==> src/hdl/mlgc_pkg.sv <==
// Shared constants, types and command/status structs for the magnetometer
// level-gated calibration unit. No dependencies; imported by every module.

package mlgc_pkg;

  // Field widths
  localparam int SAMPLE_WIDTH    = 16;
  localparam int SCALE_FRAC_BITS = 12;
  localparam int SCALE_WIDTH     = 16;
  localparam int CFG_WIDTH       = 16;
  localparam int LIMIT_WIDTH     = 12;
  localparam int ANGLE_WIDTH     = 13;
  localparam int OP_WIDTH        = 2;
  localparam int CFG_IDX_WIDTH   = 3;

  // Derived datapath widths
  localparam int DIFF_WIDTH   = SAMPLE_WIDTH + 1;
  localparam int PROD_WIDTH   = DIFF_WIDTH + SCALE_WIDTH;
  localparam int RND_WIDTH    = PROD_WIDTH - SCALE_FRAC_BITS;
  localparam int QUO_BITS     = SCALE_WIDTH - 1;
  localparam int QCNT_WIDTH   = $clog2(QUO_BITS);
  localparam int DIV_WIDTH    = SAMPLE_WIDTH + SCALE_WIDTH;

  // Stream widths
  localparam int IN_DATA_WIDTH  = ((3 * SAMPLE_WIDTH + 2 * ANGLE_WIDTH + 7) / 8) * 8;
  localparam int OUT_DATA_WIDTH = ((3 * SAMPLE_WIDTH + 7) / 8) * 8;
  localparam int OUT_USER_WIDTH = 2;

  typedef logic signed [SAMPLE_WIDTH-1:0] smp_t;
  typedef logic signed [DIFF_WIDTH-1:0]   diff_t;
  typedef logic signed [PROD_WIDTH-1:0]   prod_t;
  typedef logic signed [SCALE_WIDTH-1:0]  scale_t;
  typedef logic signed [CFG_WIDTH-1:0]    cfg_t;
  typedef logic signed [ANGLE_WIDTH-1:0]  angle_t;
  typedef logic signed [ANGLE_WIDTH:0]    angle_ext_t;
  typedef logic        [LIMIT_WIDTH-1:0]  limit_t;

  // Saturation bounds
  localparam smp_t   SMP_MAX   = {1'b0, {(SAMPLE_WIDTH-1){1'b1}}};
  localparam smp_t   SMP_MIN   = {1'b1, {(SAMPLE_WIDTH-1){1'b0}}};
  localparam scale_t SCALE_MAX = {1'b0, {(SCALE_WIDTH-1){1'b1}}};
  localparam scale_t SCALE_MIN = {1'b1, {(SCALE_WIDTH-1){1'b0}}};

  // Unity scale, saturated when the fraction does not fit
  localparam scale_t SCALE_UNITY = (SCALE_FRAC_BITS >= SCALE_WIDTH - 1) ? SCALE_MAX :
                                   scale_t'(64'sd1 << SCALE_FRAC_BITS);
  localparam prod_t  ROUND_HALF  = prod_t'(64'sd1 << (SCALE_FRAC_BITS - 1));

  // Register reset values
  localparam cfg_t   RST_X_MIN = cfg_t'(-456);
  localparam cfg_t   RST_X_MAX = cfg_t'(154);
  localparam cfg_t   RST_Y_MIN = cfg_t'(-58);
  localparam cfg_t   RST_Y_MAX = cfg_t'(518);
  localparam cfg_t   RST_Z_MIN = cfg_t'(523);
  localparam cfg_t   RST_Z_MAX = cfg_t'(907);
  localparam limit_t RST_LIMIT = limit_t'(32);

  // Operation codes carried in in_tuser
  typedef enum logic [OP_WIDTH-1:0] {
    OP_SAMPLE = 2'd0,
    OP_COMMIT = 2'd1,
    OP_LOAD   = 2'd2,
    OP_NONE   = 2'd3
  } op_t;

  // Configuration register indexes
  typedef enum logic [CFG_IDX_WIDTH-1:0] {
    CFG_X_MIN       = 3'd0,
    CFG_X_MAX       = 3'd1,
    CFG_Y_MIN       = 3'd2,
    CFG_Y_MAX       = 3'd3,
    CFG_Z_MIN       = 3'd4,
    CFG_Z_MAX       = 3'd5,
    CFG_LEVEL_LIMIT = 3'd6
  } cfg_idx_t;

  // Controller to datapath
  typedef struct packed {
    logic capture;
    logic mul_y;
    logic mul_z;
    logic fin_sample;
    logic derive;
    logic div_y_start;
    logic div_z_start;
    logic load_out;
  } mlgc_cmd_t;

  // Datapath to controller
  typedef struct packed {
    op_t  in_op;
    logic div_done;
    logic out_free;
  } mlgc_sts_t;

endpackage

==> src/hdl/mlgc_div.sv <==
// Iterative scale divider: (num << SCALE_FRAC_BITS) / den, one quotient bit
// per cycle, with saturation and fault detection. Depends on mlgc_pkg.

module mlgc_div
  import mlgc_pkg::*;
(
  input  logic   clk,
  input  logic   rst_n,
  input  logic   start,
  input  diff_t  num,
  input  diff_t  den,
  output logic   done,
  output scale_t quotient,
  output logic   fault
);

  logic                  busy_r;
  logic                  done_r;
  logic [QCNT_WIDTH-1:0] cnt_r;
  logic [DIV_WIDTH-1:0]  rem_r;
  logic [DIV_WIDTH-1:0]  dsh_r;
  logic [QUO_BITS-1:0]   quo_r;
  logic                  neg_r;
  logic                  fault_r;
  scale_t                res_r;

  diff_t                 num_neg;
  logic [SAMPLE_WIDTH-1:0] num_mag;
  logic [DIV_WIDTH-1:0]  num_full;
  logic [DIV_WIDTH-1:0]  den_full;
  logic                  den_bad;
  logic                  ovf;
  logic                  step_ge;
  logic [QUO_BITS-1:0]   quo_nxt;
  scale_t                quo_pos;

  // Operand setup: magnitude of numerator, divisor aligned to top quotient bit
  always_comb begin
    num_neg  = -num;
    num_mag  = num[DIFF_WIDTH-1] ? num_neg[SAMPLE_WIDTH-1:0] : num[SAMPLE_WIDTH-1:0];
    num_full = DIV_WIDTH'(num_mag) << SCALE_FRAC_BITS;
    den_full = DIV_WIDTH'(den[SAMPLE_WIDTH-1:0]) << QUO_BITS;
    den_bad  = den[DIFF_WIDTH-1] || (den == '0);
    ovf      = (num_full >= den_full);
  end

  // One restoring step
  always_comb begin
    step_ge = (rem_r >= dsh_r);
    quo_nxt = {quo_r[QUO_BITS-2:0], step_ge};
    quo_pos = scale_t'({1'b0, quo_nxt});
  end

  // Control
  always_ff @(posedge clk) begin
    if (!rst_n) begin
      busy_r <= 1'b0;
      done_r <= 1'b0;
      cnt_r  <= '0;
    end else begin
      done_r <= 1'b0;
      if (start) begin
        if (den_bad || ovf) begin
          done_r <= 1'b1;
        end else begin
          busy_r <= 1'b1;
          cnt_r  <= QCNT_WIDTH'(QUO_BITS - 1);
        end
      end else if (busy_r) begin
        if (cnt_r == '0) begin
          busy_r <= 1'b0;
          done_r <= 1'b1;
        end else begin
          cnt_r <= cnt_r - 1'b1;
        end
      end
    end
  end

  // Payload
  always_ff @(posedge clk) begin
    if (start) begin
      neg_r <= num[DIFF_WIDTH-1];
      rem_r <= num_full;
      dsh_r <= den_full >> 1;
      quo_r <= '0;
      if (den_bad) begin
        res_r   <= SCALE_MAX;
        fault_r <= 1'b1;
      end else if (ovf) begin
        res_r   <= num[DIFF_WIDTH-1] ? SCALE_MIN : SCALE_MAX;
        fault_r <= num[DIFF_WIDTH-1];
      end else begin
        fault_r <= num[DIFF_WIDTH-1] || (num == '0);
      end
    end else if (busy_r) begin
      if (step_ge) begin
        rem_r <= rem_r - dsh_r;
      end
      dsh_r <= dsh_r >> 1;
      quo_r <= quo_nxt;
      if (cnt_r == '0) begin
        res_r <= neg_r ? -quo_pos : quo_pos;
      end
    end
  end

  assign done     = done_r;
  assign quotient = res_r;
  assign fault    = fault_r;

  // A new division is only started on an idle unit
  a_start_idle: assert property (@(posedge clk) disable iff (!rst_n)
    start |-> (!busy_r && !done_r))
    else $error("divider started while busy");

  // Completion never overlaps an iteration
  a_done_not_busy: assert property (@(posedge clk) disable iff (!rst_n)
    done_r |-> !busy_r)
    else $error("divider done while still iterating");

endmodule

==> src/hdl/mlgc_datapath.sv <==
// Datapath: configuration registers, calibration state, shared multiplier,
// scale divider and output register. Depends on mlgc_pkg and mlgc_div.

module mlgc_datapath
  import mlgc_pkg::*;
(
  input  logic                      clk,
  input  logic                      rst_n,
  // Input stream payload
  input  logic [IN_DATA_WIDTH-1:0]  in_tdata,
  input  logic [OP_WIDTH-1:0]       in_tuser,
  // Output stream
  output logic                      out_tvalid,
  input  logic                      out_tready,
  output logic [OUT_DATA_WIDTH-1:0] out_tdata,
  output logic [OUT_USER_WIDTH-1:0] out_tuser,
  // Configuration writes
  input  logic                      cfg_valid,
  output logic                      cfg_ready,
  input  logic [CFG_IDX_WIDTH-1:0]  cfg_index,
  input  logic [CFG_WIDTH-1:0]      cfg_data,
  // Controller link
  input  mlgc_cmd_t                 cmd,
  output mlgc_sts_t                 sts
);

  // Configuration
  cfg_t   def_min_r [3];
  cfg_t   def_max_r [3];
  limit_t lim_r;

  // Calibration state
  smp_t   track_min_r [3];
  smp_t   track_max_r [3];
  logic   track_valid_r;
  smp_t   off_r [3];
  scale_t ys_r;
  scale_t zs_r;

  // Working registers
  smp_t   raw_r [3];
  angle_t pitch_r;
  angle_t roll_r;
  op_t    op_r;
  prod_t  prod_r;
  smp_t   adj_r [3];
  logic   tracked_r;
  logic   fault_r;
  diff_t  xr_r;
  diff_t  ry_r;
  diff_t  rz_r;
  logic   div_sel_r;

  // Output register
  logic                      out_valid_r;
  logic [OUT_DATA_WIDTH-1:0] out_data_r;
  logic [OUT_USER_WIDTH-1:0] out_user_r;
  logic [OUT_DATA_WIDTH-1:0] out_data_nxt;

  // Combinational
  diff_t      diff_x;
  diff_t      diff_y;
  diff_t      diff_z;
  diff_t      mul_a;
  scale_t     mul_b;
  prod_t      mul_p;
  smp_t       rnd_res;
  smp_t       sel_min [3];
  smp_t       sel_max [3];
  diff_t      mid_sum [3];
  smp_t       off_nxt [3];
  angle_ext_t p_ext;
  angle_ext_t r_ext;
  angle_ext_t l_ext;
  logic       level;
  logic       div_start;
  diff_t      div_den;
  logic       div_done;
  scale_t     div_quo;
  logic       div_fault;

  // Saturate a one-bit-wider difference to the sample width
  function automatic smp_t sat_diff(diff_t d);
    smp_t r;
    if (d[DIFF_WIDTH-1] != d[DIFF_WIDTH-2]) begin
      r = d[DIFF_WIDTH-1] ? SMP_MIN : SMP_MAX;
    end else begin
      r = d[SAMPLE_WIDTH-1:0];
    end
    return r;
  endfunction

  // Round half up, drop fraction bits, saturate
  function automatic smp_t round_sat(prod_t p);
    prod_t                           t;
    logic signed [RND_WIDTH-1:0]     s;
    logic [RND_WIDTH-SAMPLE_WIDTH:0] top;
    smp_t                            r;
    t   = p + ROUND_HALF;
    s   = t[PROD_WIDTH-1:SCALE_FRAC_BITS];
    top = s[RND_WIDTH-1:SAMPLE_WIDTH-1];
    if ((&top) || !(|top)) begin
      r = s[SAMPLE_WIDTH-1:0];
    end else begin
      r = s[RND_WIDTH-1] ? SMP_MIN : SMP_MAX;
    end
    return r;
  endfunction

  // Offset-corrected samples and the shared multiplier
  always_comb begin
    diff_x  = diff_t'(raw_r[0]) - diff_t'(off_r[0]);
    diff_y  = diff_t'(raw_r[1]) - diff_t'(off_r[1]);
    diff_z  = diff_t'(raw_r[2]) - diff_t'(off_r[2]);
    mul_a   = cmd.mul_z ? diff_z : diff_y;
    mul_b   = cmd.mul_z ? zs_r : ys_r;
    mul_p   = prod_t'(mul_a) * prod_t'(mul_b);
    rnd_res = round_sat(prod_r);
  end

  // Level gate on pitch and roll
  always_comb begin
    p_ext = angle_ext_t'(pitch_r);
    r_ext = angle_ext_t'(roll_r);
    l_ext = angle_ext_t'({1'b0, lim_r});
    level = (p_ext <= l_ext) && (-p_ext <= l_ext) &&
            (r_ext <= l_ext) && (-r_ext <= l_ext);
  end

  // Extremes source for commit or load, and midpoints
  always_comb begin
    for (int i = 0; i < 3; i++) begin
      if (op_r == OP_COMMIT) begin
        sel_min[i] = track_min_r[i];
        sel_max[i] = track_max_r[i];
      end else begin
        sel_min[i] = smp_t'(def_min_r[i]);
        sel_max[i] = smp_t'(def_max_r[i]);
      end
      mid_sum[i] = diff_t'(sel_max[i]) + diff_t'(sel_min[i]);
      off_nxt[i] = mid_sum[i][SAMPLE_WIDTH:1];
    end
  end

  // Configuration register writes
  assign cfg_ready = 1'b1;

  always_ff @(posedge clk) begin
    if (!rst_n) begin
      def_min_r[0] <= RST_X_MIN;
      def_max_r[0] <= RST_X_MAX;
      def_min_r[1] <= RST_Y_MIN;
      def_max_r[1] <= RST_Y_MAX;
      def_min_r[2] <= RST_Z_MIN;
      def_max_r[2] <= RST_Z_MAX;
      lim_r        <= RST_LIMIT;
    end else if (cfg_valid) begin
      unique case (cfg_index)
        CFG_X_MIN:       def_min_r[0] <= cfg_t'(cfg_data);
        CFG_X_MAX:       def_max_r[0] <= cfg_t'(cfg_data);
        CFG_Y_MIN:       def_min_r[1] <= cfg_t'(cfg_data);
        CFG_Y_MAX:       def_max_r[1] <= cfg_t'(cfg_data);
        CFG_Z_MIN:       def_min_r[2] <= cfg_t'(cfg_data);
        CFG_Z_MAX:       def_max_r[2] <= cfg_t'(cfg_data);
        CFG_LEVEL_LIMIT: lim_r        <= cfg_data[LIMIT_WIDTH-1:0];
        default: ;
      endcase
    end
  end

  // Calibration state: tracked extremes, offsets, scales
  always_ff @(posedge clk) begin
    if (!rst_n) begin
      for (int i = 0; i < 3; i++) begin
        track_min_r[i] <= '0;
        track_max_r[i] <= '0;
        off_r[i]       <= '0;
      end
      track_valid_r <= 1'b0;
      ys_r          <= SCALE_UNITY;
      zs_r          <= SCALE_UNITY;
    end else begin
      if (cmd.fin_sample && level) begin
        for (int i = 0; i < 3; i++) begin
          if (!track_valid_r) begin
            track_min_r[i] <= raw_r[i];
            track_max_r[i] <= raw_r[i];
          end else begin
            if (raw_r[i] > track_max_r[i]) begin
              track_max_r[i] <= raw_r[i];
            end
            if (raw_r[i] < track_min_r[i]) begin
              track_min_r[i] <= raw_r[i];
            end
          end
        end
        track_valid_r <= 1'b1;
      end
      if (cmd.derive) begin
        for (int i = 0; i < 3; i++) begin
          off_r[i] <= off_nxt[i];
        end
      end
      if (div_done) begin
        if (div_sel_r) begin
          zs_r <= div_quo;
        end else begin
          ys_r <= div_quo;
        end
      end
    end
  end

  // Item working registers
  always_ff @(posedge clk) begin
    if (cmd.capture) begin
      raw_r[0]  <= in_tdata[SAMPLE_WIDTH-1:0];
      raw_r[1]  <= in_tdata[2*SAMPLE_WIDTH-1:SAMPLE_WIDTH];
      raw_r[2]  <= in_tdata[3*SAMPLE_WIDTH-1:2*SAMPLE_WIDTH];
      pitch_r   <= in_tdata[3*SAMPLE_WIDTH+ANGLE_WIDTH-1:3*SAMPLE_WIDTH];
      roll_r    <= in_tdata[3*SAMPLE_WIDTH+2*ANGLE_WIDTH-1:3*SAMPLE_WIDTH+ANGLE_WIDTH];
      op_r      <= op_t'(in_tuser);
      adj_r[0]  <= '0;
      adj_r[1]  <= '0;
      adj_r[2]  <= '0;
      tracked_r <= 1'b0;
      fault_r   <= 1'b0;
    end
    if (cmd.mul_y || cmd.mul_z) begin
      prod_r <= mul_p;
    end
    if (cmd.mul_y) begin
      adj_r[0] <= sat_diff(diff_x);
    end
    if (cmd.mul_z) begin
      adj_r[1] <= rnd_res;
    end
    if (cmd.fin_sample) begin
      adj_r[2]  <= rnd_res;
      tracked_r <= level;
    end
    if (cmd.derive) begin
      xr_r <= diff_t'(sel_max[0]) - diff_t'(sel_min[0]);
      ry_r <= diff_t'(sel_max[1]) - diff_t'(sel_min[1]);
      rz_r <= diff_t'(sel_max[2]) - diff_t'(sel_min[2]);
    end
    if (cmd.div_y_start) begin
      div_sel_r <= 1'b0;
    end
    if (cmd.div_z_start) begin
      div_sel_r <= 1'b1;
    end
    if (div_done && div_fault) begin
      fault_r <= 1'b1;
    end
  end

  // Shared scale divider
  assign div_start = cmd.div_y_start || cmd.div_z_start;
  assign div_den   = cmd.div_z_start ? rz_r : ry_r;

  mlgc_div u_div (
    .clk      (clk),
    .rst_n    (rst_n),
    .start    (div_start),
    .num      (xr_r),
    .den      (div_den),
    .done     (div_done),
    .quotient (div_quo),
    .fault    (div_fault)
  );

  // Output register: holds a result while the next item is taken in
  always_comb begin
    out_data_nxt = '0;
    out_data_nxt[SAMPLE_WIDTH-1:0]              = adj_r[0];
    out_data_nxt[2*SAMPLE_WIDTH-1:SAMPLE_WIDTH] = adj_r[1];
    out_data_nxt[3*SAMPLE_WIDTH-1:2*SAMPLE_WIDTH] = adj_r[2];
  end

  always_ff @(posedge clk) begin
    if (!rst_n) begin
      out_valid_r <= 1'b0;
    end else if (cmd.load_out) begin
      out_valid_r <= 1'b1;
    end else if (out_tready) begin
      out_valid_r <= 1'b0;
    end
  end

  always_ff @(posedge clk) begin
    if (cmd.load_out) begin
      out_data_r <= out_data_nxt;
      out_user_r <= {fault_r, tracked_r};
    end
  end

  assign out_tvalid = out_valid_r;
  assign out_tdata  = out_data_r;
  assign out_tuser  = out_user_r;

  // Status to controller
  assign sts.in_op    = op_t'(in_tuser);
  assign sts.div_done = div_done;
  assign sts.out_free = !out_valid_r || out_tready;

  // A result is only loaded into a free output register
  a_load_free: assert property (@(posedge clk) disable iff (!rst_n)
    cmd.load_out |-> (!out_valid_r || out_tready))
    else $error("output register overwritten");

  // Sample flag and range fault come from different operations
  a_flags_excl: assert property (@(posedge clk) disable iff (!rst_n)
    out_valid_r |-> !(out_user_r[0] && out_user_r[1]))
    else $error("tracked and range_fault both set");

  // Once seeded, the tracked extremes stay seeded
  a_track_sticky: assert property (@(posedge clk) disable iff (!rst_n)
    track_valid_r |=> track_valid_r)
    else $error("track valid dropped");

  // Tracked extremes stay ordered
  a_track_order: assert property (@(posedge clk) disable iff (!rst_n)
    track_valid_r |-> (track_min_r[0] <= track_max_r[0] &&
                       track_min_r[1] <= track_max_r[1] &&
                       track_min_r[2] <= track_max_r[2]))
    else $error("tracked min above max");

endmodule

==> src/hdl/mlgc_ctrl.sv <==
// Controller state machine: sequences sample correction, commit/load
// derivation and result hand-off. Depends on mlgc_pkg.

module mlgc_ctrl
  import mlgc_pkg::*;
(
  input  logic      clk,
  input  logic      rst_n,
  input  logic      in_tvalid,
  output logic      in_tready,
  input  mlgc_sts_t sts,
  output mlgc_cmd_t cmd
);

  typedef enum logic [10:0] {
    S_IDLE   = 11'b000_0000_0001,
    S_MUL_Y  = 11'b000_0000_0010,
    S_MUL_Z  = 11'b000_0000_0100,
    S_FIN    = 11'b000_0000_1000,
    S_DERIVE = 11'b000_0001_0000,
    S_DIV_Y  = 11'b000_0010_0000,
    S_WAIT_Y = 11'b000_0100_0000,
    S_DIV_Z  = 11'b000_1000_0000,
    S_WAIT_Z = 11'b001_0000_0000,
    S_DONE   = 11'b010_0000_0000,
    S_SPARE  = 11'b100_0000_0000
  } state_t;

  state_t state_r;
  state_t state_nxt;

  // Next state
  always_comb begin
    state_nxt = state_r;
    unique case (state_r)
      S_IDLE: begin
        if (in_tvalid) begin
          unique case (sts.in_op)
            OP_SAMPLE:         state_nxt = S_MUL_Y;
            OP_COMMIT,
            OP_LOAD:           state_nxt = S_DERIVE;
            default:           state_nxt = S_DONE;
          endcase
        end
      end
      S_MUL_Y:  state_nxt = S_MUL_Z;
      S_MUL_Z:  state_nxt = S_FIN;
      S_FIN:    state_nxt = S_DONE;
      S_DERIVE: state_nxt = S_DIV_Y;
      S_DIV_Y:  state_nxt = S_WAIT_Y;
      S_WAIT_Y: begin
        if (sts.div_done) begin
          state_nxt = S_DIV_Z;
        end
      end
      S_DIV_Z:  state_nxt = S_WAIT_Z;
      S_WAIT_Z: begin
        if (sts.div_done) begin
          state_nxt = S_DONE;
        end
      end
      S_DONE: begin
        if (sts.out_free) begin
          state_nxt = S_IDLE;
        end
      end
      default:  state_nxt = S_IDLE;
    endcase
  end

  always_ff @(posedge clk) begin
    if (!rst_n) begin
      state_r <= S_IDLE;
    end else begin
      state_r <= state_nxt;
    end
  end

  // Commands to the datapath
  assign in_tready       = (state_r == S_IDLE);
  assign cmd.capture     = (state_r == S_IDLE) && in_tvalid;
  assign cmd.mul_y       = (state_r == S_MUL_Y);
  assign cmd.mul_z       = (state_r == S_MUL_Z);
  assign cmd.fin_sample  = (state_r == S_FIN);
  assign cmd.derive      = (state_r == S_DERIVE);
  assign cmd.div_y_start = (state_r == S_DIV_Y);
  assign cmd.div_z_start = (state_r == S_DIV_Z);
  assign cmd.load_out    = (state_r == S_DONE) && sts.out_free;

endmodule

==> src/hdl/magnetometer_level_gated_calibration_unit.sv <==
// Top level of the magnetometer level-gated calibration unit.
// Depends on mlgc_pkg, mlgc_ctrl, mlgc_datapath (and mlgc_div below it).

// One item is worked on at a time. in_tready is high only while the
// controller is idle. A finished result waits in the output register, so the
// next item can be taken before the result is read. A sample passes through
// the multiply-y, multiply-z and finish states and its result is loaded in
// the done state, after which the controller returns to idle. Samples use one
// shared 17x16 multiplier, first for y and then for z. The shared divider
// sets the time for commit and load. It produces one quotient bit per cycle
// for each of the two scales (15 steps each). A zero, negative or saturating
// range finishes that division without any quotient steps. For operation
// code 3 the controller goes straight to the done state. While an earlier
// result is held by out_tready low, the hand-off waits in the done state.
// There is no clearing pass after reset. Configuration writes are always
// taken (cfg_ready is high) and must only be issued while the block is idle.

module magnetometer_level_gated_calibration_unit
  import mlgc_pkg::*;
(
  input  logic                      clk,
  input  logic                      rst_n,
  // Input stream
  input  logic                      in_tvalid,
  output logic                      in_tready,
  // tdata, low bit up: mag_x[15:0], mag_y[31:16], mag_z[47:32],
  // pitch[60:48], roll[73:61], zero pad [79:74]
  input  logic [IN_DATA_WIDTH-1:0]  in_tdata,
  // tuser: operation[1:0]
  input  logic [OP_WIDTH-1:0]       in_tuser,
  // Result stream
  output logic                      out_tvalid,
  input  logic                      out_tready,
  // tdata, low bit up: adj_x[15:0], adj_y[31:16], adj_z[47:32]
  output logic [OUT_DATA_WIDTH-1:0] out_tdata,
  // tuser, low bit up: tracked[0], range_fault[1]
  output logic [OUT_USER_WIDTH-1:0] out_tuser,
  // Configuration write channel
  input  logic                      cfg_valid,
  output logic                      cfg_ready,
  input  logic [CFG_IDX_WIDTH-1:0]  cfg_index,
  input  logic [CFG_WIDTH-1:0]      cfg_data
);

  mlgc_cmd_t cmd;
  mlgc_sts_t sts;

  mlgc_ctrl u_ctrl (
    .clk       (clk),
    .rst_n     (rst_n),
    .in_tvalid (in_tvalid),
    .in_tready (in_tready),
    .sts       (sts),
    .cmd       (cmd)
  );

  mlgc_datapath u_dp (
    .clk        (clk),
    .rst_n      (rst_n),
    .in_tdata   (in_tdata),
    .in_tuser   (in_tuser),
    .out_tvalid (out_tvalid),
    .out_tready (out_tready),
    .out_tdata  (out_tdata),
    .out_tuser  (out_tuser),
    .cfg_valid  (cfg_valid),
    .cfg_ready  (cfg_ready),
    .cfg_index  (cfg_index),
    .cfg_data   (cfg_data),
    .cmd        (cmd),
    .sts        (sts)
  );

endmodule

==> config.mk <==
export PLATFORM = sky130hd
export DESIGN_NAME = magnetometer_level_gated_calibration_unit
export DESIGN_NICKNAME = d
export VERILOG_FILES = /design/src/hdl/mlgc_pkg.sv /design/src/hdl/mlgc_div.sv /design/src/hdl/mlgc_datapath.sv /design/src/hdl/mlgc_ctrl.sv /design/src/hdl/magnetometer_level_gated_calibration_unit.sv
export SDC_FILE = /design/constraint.sdc
export NUM_CORES = 2
export LEC_CHECK = 0
export BUFFER_PORTS_ARGS = -buffer_cell sky130_fd_sc_hd__buf_4
export CAP_MARGIN = 20
export CORE_ASPECT_RATIO = 1.25
export CORE_MARGIN = 2
export CORE_UTILIZATION = 35
export DETAILED_ROUTE_END_ITERATION = 8
export HOLD_SLACK_MARGIN = 0.06
export PLACE_DENSITY = 0.61
export SYNTH_ARGS = -nofsm -noshare
export SYNTH_HDL_FRONTEND = slang
export SYNTH_SLANG_ARGS = --single-unit
==> constraint.sdc <==
create_clock -name clk -period 10.1 [get_ports clk]
set_clock_uncertainty 0.2 [all_clocks]
set_input_delay 2.02 -clock clk [delete_from_list [all_inputs] [get_ports clk]]
set_output_delay 2.02 -clock clk [all_outputs]
set_load 0.02 [all_outputs]
# Word-level counts from Yosys, hierarchy flattened
# Memory sizes are Yosys's and may differ from the RTL's. A register that Yosys moved wholly into a read port is not among the register bits.
# Cells that the tools add are included.
# W data, S select, Z words.
# word_totals
mem_count	7
word_cells	297
reg_bits	275
mem_bits_rw	336
out_inout_bits	53
inputBits	106
# memory_table
memory	depth	width	rd	rd_ports_with_merged_regs	wr	line_no	source
u_dp.adj_r	3	16	3	3	3	mlgc_datapath.sv:46	smp_t adj_r [3];
u_dp.def_max_r	3	16	3	0	3	mlgc_datapath.sv:29	cfg_t def_max_r [3];
u_dp.def_min_r	3	16	3	0	3	mlgc_datapath.sv:28	cfg_t def_min_r [3];
u_dp.off_r	3	16	3	0	3	mlgc_datapath.sv:36	smp_t off_r [3];
u_dp.raw_r	3	16	3	0	3	mlgc_datapath.sv:41	smp_t raw_r [3];
u_dp.track_max_r	3	16	3	0	3	mlgc_datapath.sv:34	smp_t track_max_r [3];
+1 memories	-	-	-	-	-	-	
# classes
n_eq_ne	27
reduce_logical	37
add_sub_neg	16
n_mul	1
n_mux	144
magnitude_cmp	12
n_bitwise	25
# op_table
operator	count
$mux W16	44
$pmux W11 S10	1
$sub A16 B16 Y17	6
$mux W28	3
$mux W1	83
$mux W31	2
$add A16 B16 Y17	3
$gt A16 B16 Y1	3
$lt A16 B16 Y1	3
$mux W11	4
$logic_not A17 Y1	2
$mux W17	2
$add A33 B13 Y33 const B	1
$mul A17 B16 Y33	1
$ge A28 B32 Y1	1
$ge A32 B31 Y1	1
$sub A32 B31 Y32	1
$le A14 B13 Y1	2
$neg A13 Y14	2
$le A13 B13 Y1	2
$or A1 B1 Y1	24
$pmux W10 S2	1
$mux W4	4
$neg A15 Y16	1
other kinds (35)	65

# Depth between registers and ports, before layout
# depth
ltp_word	11
ltp_mapped	36
depth_no_buf	35

# Modules after synthesis
# From an unflattened synthesis, not the netlist that was laid out.
# unflattened
hier_cells	4756
area_unflattened_um2	47804.6
# by_module_without_submodules
module	cells_per_inst	n_inst	seq_area_each_um2	area_per_inst_um2
mlgc_datapath	3906	1	15615.0	40370.0
mlgc_div	776	1	2532.4	6782.8
mlgc_ctrl	74	1	200.2	651.9

# Worst setup path before layout
# No wires, ideal clock.
# synth_timing
path_type	flip-flop to flip-flop
startpoint	mem u_dp.raw_r[0][16] in the netlist's numbering
endpoint	reg u_dp.prod_r[26], data pin
slack_ns	1.804
setup_time_ns	0.258
arrival_ns	7.838
n_path_buf	1
synth_period_minus_slack_ns	8.296
stages_incl_launch_ff	34
t_required_ns	9.642
cell_sequence	edfxtp_1 > inv_1 > ha_1 > fa_1 > nor2b_1 > o21ai_0 > a21boi_0 > o21ai_0 > a21oi_1 > a211o_1 > a21oi_1 > xor2_1 > o21ai_0 > clkbuf_1 > nand2_1 > fa_1 > fa_1 > fa_1 > inv_1 > fa_1 > fa_1 > inv_1 > fa_1 > inv_1 > ha_1 > and3_1 > a221o_1 > nand2_1 > o21ai_1 > a221o_1 > a21bo_2 > a21o_1 > a21oi_2 > xnor2_1
# synth_lines
element	line_no	source
start, declared	mlgc_datapath.sv:41	
end signal, assigned	mlgc_datapath.sv:230	prod_r <= mul_p;
end, declared	mlgc_datapath.sv:45	prod_t prod_r;

==> impl_metrics.env <==
export IMPL_clkSinkCount=647
export IMPL_cp_buffers_inverters=4
export IMPL_crit_family="adder cells"
export IMPL_cp_arrival_ns=9.56
export IMPL_hp_class="reg2reg"
export IMPL_critPathSlowestCell="o21ai_1"
export IMPL_fin_crit_ns=9.34
export IMPL_hpwl_microns=104000
export IMPL_synth_edff_count=539
export IMPL_fin_cells=6538
export IMPL_clk_latency_ns=0.68
export IMPL_grt_pass1_wl_microns=201000
export IMPL_p_leak_nw=22.4
export IMPL_ir_drop_v=0.000140
export IMPL_placed_cell_area_sq_um=50500
export IMPL_avgSynthCellArea_sq_um=10.3
export IMPL_tns_ns=0
export IMPL_period_share_pct=92.5
export IMPL_io_pins=159
export IMPL_dp_cells=6399
export IMPL_port_buffers=151
export IMPL_power_mw=8.50
export IMPL_htreeDepth=3
export IMPL_crit_fanout=8
export IMPL_vias_per_cell=5.17
export IMPL_worstSetupPathType="reg2reg"
export IMPL_ys_types=81
export IMPL_worstMarginPinSlew_ns=1.05
export IMPL_area_growth_pct=12.3
export IMPL_cts_root_buf="clkbuf_16"
export IMPL_route_vias_total=33800
export IMPL_antenna_found_initial=6
export IMPL_cts_resized=0
export IMPL_ys_seq_area_share_pct=38.7
export IMPL_first_iter_violations=2096
export IMPL_drc=0
export IMPL_cp_start_kind="flip-flop"
export IMPL_synth_area_sq_um=47400
export IMPL_die_y_microns=415
export IMPL_wirelength_microns=132000
export IMPL_cts_setup_buffers=0
export IMPL_grt_pass1_vias=34200
export IMPL_hold_buffers=0
export IMPL_synthCells=4597
export IMPL_gr_total_overflow=0
export IMPL_cp_end_kind="flip-flop"
export IMPL_coreArea_sq_um=134000
export IMPL_finish_instance_area_sq_um=53200
export IMPL_cts_tree="yes"
export IMPL_grt_usage_pct=19.0
export IMPL_fillers=13100
export IMPL_ys_seq_elements=647
export IMPL_finalHoldViolations=0
export IMPL_hold_ws_ns=0.215
export IMPL_dieArea_sq_um=138000
export IMPL_gp_congestion=0.916
export IMPL_max_slew_margin_pct=30.0
export IMPL_setup_violations=0
export IMPL_drtAntennaViolNets=0
export IMPL_drive_above_1_share_pct=9.92
export IMPL_post_route_util_pct=39.7
export IMPL_cpMostUsedCell="fa_1"
export IMPL_cap_viol_max_count=0
export IMPL_ys_warn_count=0
export IMPL_powerDensity_nw_per_um2=160
export IMPL_rows=150
export IMPL_cts_buffers=74
export IMPL_max_freq_ghz=0.107
export IMPL_place_ws_ns=0.861
export IMPL_grt_setup_unrepaired="no"
export IMPL_synth_ff_type="edfxtp_1"
export IMPL_clk_pin_slew_ns=0.06
export IMPL_initial_core_util_pct=35.3
export IMPL_slowest_delay_ns=0.71
export IMPL_clock_path_buffers=3
export IMPL_r2r_slack_ns=0.76
export IMPL_routedWlPerCell_microns=20.2
export IMPL_diodes=0
export IMPL_dr_pass1_iters=8
export IMPL_outcome="complete, no violations"
export IMPL_slew_viol_final=0
export IMPL_worst_ep_required_time_ns=10.32
export IMPL_grt_max_degree=56
export IMPL_layout_setup_ws_ns=0.758
export IMPL_synth_nets=5405
export IMPL_synthArstFlopShare_pct=0
export IMPL_die_width_microns=333
export IMPL_nets=5537
==> worst register-to-register path: cells and delay by family (launching register included) <==
family	cells	cell delay, ns
AO/OA/AOI/OAI	13	3.36
adder cells (fa/ha/maj)	8	3.79
buffers and inverters	4	0.35
AND/OR/NAND/NOR	4	0.58
XOR/XNOR	2	0.28
flip-flops	1	0.49
==> cell usage in the layout, fill, tap and decap left out, types with 81 or more instances in the layout <==
cell type    n
and2_1     119
xnor2_1    142
fa_1       285
dfxtp_1    107
buf_4      203
a21oi_1    201
nand2_1    402
nor2_1     313
mux2_2      99
edfxtp_1   539
ha_1       417
a21o_1      81
o21ai_0    143
inv_1      629
==> path summary, 6_finish.rpt <==
| path | endpoint | startpoint | cells after the start |
|---|---|---|---|
| setup / recovery | u_dp.prod_r[32]$_DFFE_PP_ | u_dp.raw_r[0][17]$_DFFE_PP_ | 31 |
| hold / removal | out_tdata[28]$_DFFE_PP_ | u_dp.adj_r[0][28]$_DFFE_PP_ | 0 |
| setup reg to reg | u_dp.prod_r[32]$_DFFE_PP_ | u_dp.raw_r[0][17]$_DFFE_PP_ | 31 |
| hold reg to reg | out_tdata[28]$_DFFE_PP_ | u_dp.adj_r[0][28]$_DFFE_PP_ | 0 |
==> flip-flops by register name (all words and copies together) (netlist names), 17 cells and up <==
register and flops:
out_tdata 48, u_dp.adj_r 48, u_dp.def_max_r 48, u_dp.def_min_r 48
u_dp.off_r 48, u_dp.prod_r 22, u_dp.raw_r 48, u_dp.ry_r 17
u_dp.rz_r 17, u_dp.track_max_r 48, u_dp.track_min_r 48, u_dp.u_div.dsh_r 31
u_dp.u_div.rem_r 32, u_dp.xr_r 17
==> layout make-up <==
type / instances / area [sq um] / share of cell area [%]
multi-input cells: 3171 / 26100 / 49.1
clock inverters: 54 / 667 / 1.25
clock buffers: 83 / 1950 / 3.67
flip-flops and latches: 647 / 18300 / 34.5
well taps: 1748 / 2190 / 4.11
repair buffers: 205 / 1550 / 2.91
inverters: 630 / 2370 / 4.45
==> logic make-up after synthesis <==
family                     after synthesis  share of synthesized area [%]
DFF                                    647                           38.7
adders and majority gates              702                           23.1
xor gates and xnor gates               222                           4.10
AOI/OAI and AO/OA                      758                           10.3
and+or+nand+nor                       1324                           13.8
other                                    1                        0.00792
muxes                                  164                           3.73
buffers and inverters                  779                           6.25
==> routing by layer <==
layer / global-route usage, % / up-vias / part of all wire, %
met5: 0 / - / 0.0099
met4: 9.49 / 2 / 5.2
met3: 2.39 / 259 / 4.2
met2: 34.3 / 839 / 51
met1: 22.1 / 16700 / 40
li1: - / 16000 / -
==> synth_stat cells, types with 80 or more instances <==
cell | count | area (sq um)
dfxtp_1 | 108 | 2160
a21oi_1 | 202 | 1010
clkbuf_1 | 121 | 454
edfxtp_1 | 539 | 16200
ha_1 | 417 | 5220
a21o_1 | 81 | 608
xnor2_1 | 142 | 1240
nand2_1 | 402 | 1510
inv_1 | 630 | 2360
mux2_2 | 99 | 1110
o21ai_0 | 151 | 756
fa_1 | 285 | 5710
and2_1 | 119 | 744
xor2_1 | 80 | 701
nor2_1 | 315 | 1180
==> where the power goes <==
part / switching, mW / internal [mW]
Clock: 1.21 / 1.70
Sequential: 0.148 / 3.13
Combinational: 1.43 / 0.874
(Power assumes the default switching activity.)
